`src/rfr_ram.sv`:
```
// ---------------------------------------------------------------------------
// rfr_ram: generic single-port-write, single-port-read RAM
// One write and one registered read per cycle; read data holds without rd_en.
// ---------------------------------------------------------------------------
`default_nettype none

module rfr_ram #(
  parameter int WIDTH = 64,
  parameter int DEPTH = 64
) (
  input  wire logic                     clk,
  input  wire logic                     wr_en,
  input  wire logic [$clog2(DEPTH)-1:0] wr_addr,
  input  wire logic [WIDTH-1:0]         wr_data,
  input  wire logic                     rd_en,
  input  wire logic [$clog2(DEPTH)-1:0] rd_addr,
  output      logic [WIDTH-1:0]         rd_data
);

  logic [WIDTH-1:0] mem [DEPTH];

  // write port
  always_ff @(posedge clk) begin
    if (wr_en) begin
      mem[wr_addr] <= wr_data;
    end
  end

  // registered read port
  always_ff @(posedge clk) begin
    if (rd_en) begin
      rd_data <= mem[rd_addr];
    end
  end

endmodule

`default_nettype wire

```
`config.mk`:
```
export PLATFORM = sky130hd
export DESIGN_NAME = rfr_ram
export DESIGN_NICKNAME = d
export VERILOG_FILES = /design/src/rfr_ram.sv
export SDC_FILE = /design/constraint.sdc
export NUM_CORES = 2
export LEC_CHECK = 0
export BUFFER_PORTS_ARGS = -buffer_cell sky130_fd_sc_hd__buf_2
export CORE_MARGIN = 5
export CORE_UTILIZATION = 49
export DETAILED_ROUTE_END_ITERATION = 16
export SLEW_MARGIN = 20
export SYNTH_ARGS = -nofsm -noshare
export SYNTH_HDL_FRONTEND = slang
export SYNTH_SLANG_ARGS = --single-unit
```
`constraint.sdc`:
```
create_clock -name clk -period 14.05 [get_ports clk]
set_input_delay 1.405 -clock clk [delete_from_list [all_inputs] [get_ports clk]]
set_output_delay 1.405 -clock clk [all_outputs]
set_load 0.03 [all_outputs]
```
==> reports/qor.yml <==
timing:
  fmax_mhz: 196
  maxSlewHeadroom: 0.166
  setup_ws_ns: 8.94
  finalClockSkew_ns: 0.0801
  tns_ns: 0
  max_slew.worst_pin.slew_ns: 1.25
  rsz0062_at_grt: "false"
  final_hold_viol_count: 0
  slew_violations: 0
  setup_viol: 0
  timing.final.crit_share: 0.364
  min_period_ns: 5.11
global_route:
  grt_antenna_before_repair: 36
  grt_max_degree: 115
  track_usage: 0.264
  gr-total-overflow: 0
  grt_pass1_vias: 76000
  grt_pass1_wl_mm: 613
min_path:
  min_to: "rd_data[46]$_DFFE_PP_"
  holdCritStartpoint: "mem[47][46]$_DFFE_PP_"
  hold_path_class: "flop to flop"
  min_path_cells: 4
route:
  vias: 76100
  drt_pass1_iterations: 5
  antenna_left: 0
  drt_drc_violations_left: 0
  wl_per_cell_um: 38.0
  drt-total-wl_mm: 440
  viasPerCell: 6.58
  detail_route.iter0.violations: 10100
floorplanning:
  die_w_um: 576
  die_area_um2: 332000
  placementRows: 207
  core_um2: 319000
  io-pin-count: 143
  initial_core_util: 0.493
  die_h_um: 576
worst_setup_path:
  reg2reg_to: "rd_data[10]$_DFFE_PP_"
  required_ns: 14.76
  crit_path_top_delay_cell: "buf_4"
  r2r_start: "mem[13][10]$_DFFE_PP_"
  cp_slowest_stage_delay_ns: 0.83
  cp_cell_sequence: "buf_12 > buf_4 > buf_4 > buf_4 > mux4_2 > mux2i_1 > o22ai_1 > a41oi_1 > a211oi_1"
  rr_worst_depth: 5
  regToRegSetupSlack_ns: 11.82
  path_class: "input port to flop"
  worstSetupStartpointType: "input port"
  path_max_fanout: 70
  end_kind: "flop"
  cpMostUsedCell: "buf_4"
  crit_arrival_ns: 5.82
cts:
  cts.repair.resized: 0
  clockBufferDepth: 4
  cts.hold.buffers_added: 0
  clk_latency_ns: 0.99
  cts_tree: "yes"
  cts_root_buffer: "clkbuf_16"
  postCtsSetupBuffers: 0
  cts.clk_slew.worst_paths_ns: 0.06
  numCtsBuffers: 412
  cts.sink_count: 4160
  cts-htree-levels: 5
yosys:
  ys_types: 32
  yosys.area.top_type_share: 0.796
  syn_area_um2: 157000
  synth-main-ff-cell: "edfxtp_1"
  yosys_register_bits: 4160
  synth_area_leaders: "edfxtp_1, mux4_2, mux2i_1, a22oi_1, buf_2"
  seq_area_frac_synth: 0.796
  yosysMostFrequentCell: "edfxtp_1"
  synth_top_area_cell: "edfxtp_1"
  ys_async_sr_fraction: 0
  avgSynthCellArea_um2: 23.8
  synth_cells: 6598
  synth_edf_count: 4160
  syn_nets: 6677
  synth_common_cells: "edfxtp_1, mux4_2, buf_2"
  ys_warn_count: 0
cells_and_area:
  area_delta_synth_final_pct: 13.0
  final_util: 0.557
  drive_gt1_frac: 0.284
  design_area_um2: 177000
  nets: 7096
  num-fill-cells: 23400
power_and_ir_drop:
  ir_worst_vdd_uv: 124
  leakagePower_uw: 0.0551
  power.density_nw_per_um2: 147
  power_uw: 26000
outcome:
  status: "finished, final reports clean"
placed_design:
  place_hpwl_mm: 234
  io_buffers: 142
  postPlaceCellArea_um2: 164000
  place_congestion: 0.775
  place_ws_ns: 7.87
flow_run:
  maxCapViolations: 0
## sequential cells by signal, summed over array words and instances (netlist names)
name / cells
mem: 4096
rd_data: 64
## layout make-up
class                           instances  area, µm²  share of cell area
Clock inverter                        269       2890              0.0163
Sequential cell                      4160     125000               0.704
Multi-Input combinational cell       2049      30800               0.173
Tap cell                             4180       5230              0.0295
Antenna cell                           19       47.5            0.000268
Timing Repair Buffer                  375       2840              0.0160
Inverter                               19       71.3            0.000402
Clock buffer                          499      10700              0.0602
## how the worst max path moves through the flow
| stage | from | to | slack, ns | depth (start not counted) |
|---|---|---|---|---|
| after floorplan | wr_addr[3] | mem[48][0]$_DFFE_PP_ | 7.21 | 4 |
| after global placement | rd_addr[0] | rd_data[24]$_DFFE_PP_ | 7.90 | 9 |
| after detailed placement | rd_addr[0] | rd_data[24]$_DFFE_PP_ | 7.87 | 9 |
| after CTS | rd_addr[0] | rd_data[24]$_DFFE_PP_ | 8.97 | 9 |
| after global routing | rd_addr[0] | rd_data[24]$_DFFE_PP_ | 8.55 | 9 |
| final | rd_addr[0] | rd_data[24]$_DFFE_PP_ | 8.94 | 9 |
## cells by family after synthesis
family                 count (synthesis)  share of synthesized area
DFF                                 4160                      0.796
muxes                               1159                      0.156
AOI/OAI and AO/OA                    504                     0.0247
buffers and inverters                389                     0.0118
and+or+nand+nor                      386                     0.0123
## layout by cell type, fill, tap and decap left out, types with 19 or more instances in the layout
cell type / Yosys / final
or2_2: 28 / 28
bufinv_16: 0 / 44
a2bb2oi_1: 19 / 19
and3_1: 64 / 64
a211oi_1: 63 / 62
buf_4: 34 / 220
o22ai_1: 83 / 83
o221ai_1: 38 / 38
nor2_4: 0 / 65
nor2_1: 112 / 47
nor2b_1: 28 / 24
buf_12: 0 / 20
clkbuf_16: 0 / 414
mux4_2: 1024 / 1024
clkinv_2: 0 / 80
a41oi_1: 26 / 26
nand2_1: 58 / 54
inv_1: 19 / 19
nand3_1: 45 / 45
or3_1: 29 / 29
mux2i_1: 135 / 135
diode_2: 0 / 19
a22oi_1: 168 / 168
clkinv_1: 0 / 97
a22o_1: 88 / 88
edfxtp_1: 4160 / 4160
clkbuf_1: 140 / 85
buf_2: 170 / 129
## metal layers
layer	routed length [µm]	share of wire	track usage	vias to the layer above
li1	-	-	-	29400
met1	173000	0.39	0.381	42000
met2	213000	0.48	0.423	4019
met3	39300	0.089	0.0416	702
met4	14200	0.032	0.0770	6
met5	40	0.000091	0	-
## report_power, final
part           leakage, µW  switching (µW)  internal, µW
clock              0.00658            4750          6270
combinational       0.0111             755           416
sequential          0.0375            49.7         13800
## critical path: cells and delay by family
family	cells	cell delay (ns)
muxes	2	0.78
buffers and inverters	4	2.76
AOI/OAI and AO/OA	3	0.51
## stage by stage
step,hold WS [ns],cells
2_1_floorplan,0.865,6598
3_3_place_gp,0.884,10800
3_5_place_dp,0.893,10800
4_1_cts,0.908,11500
5_1_grt,0.936,11600
6_report,0.907,11600
Note: power is estimated with default switching activity, not from simulation.
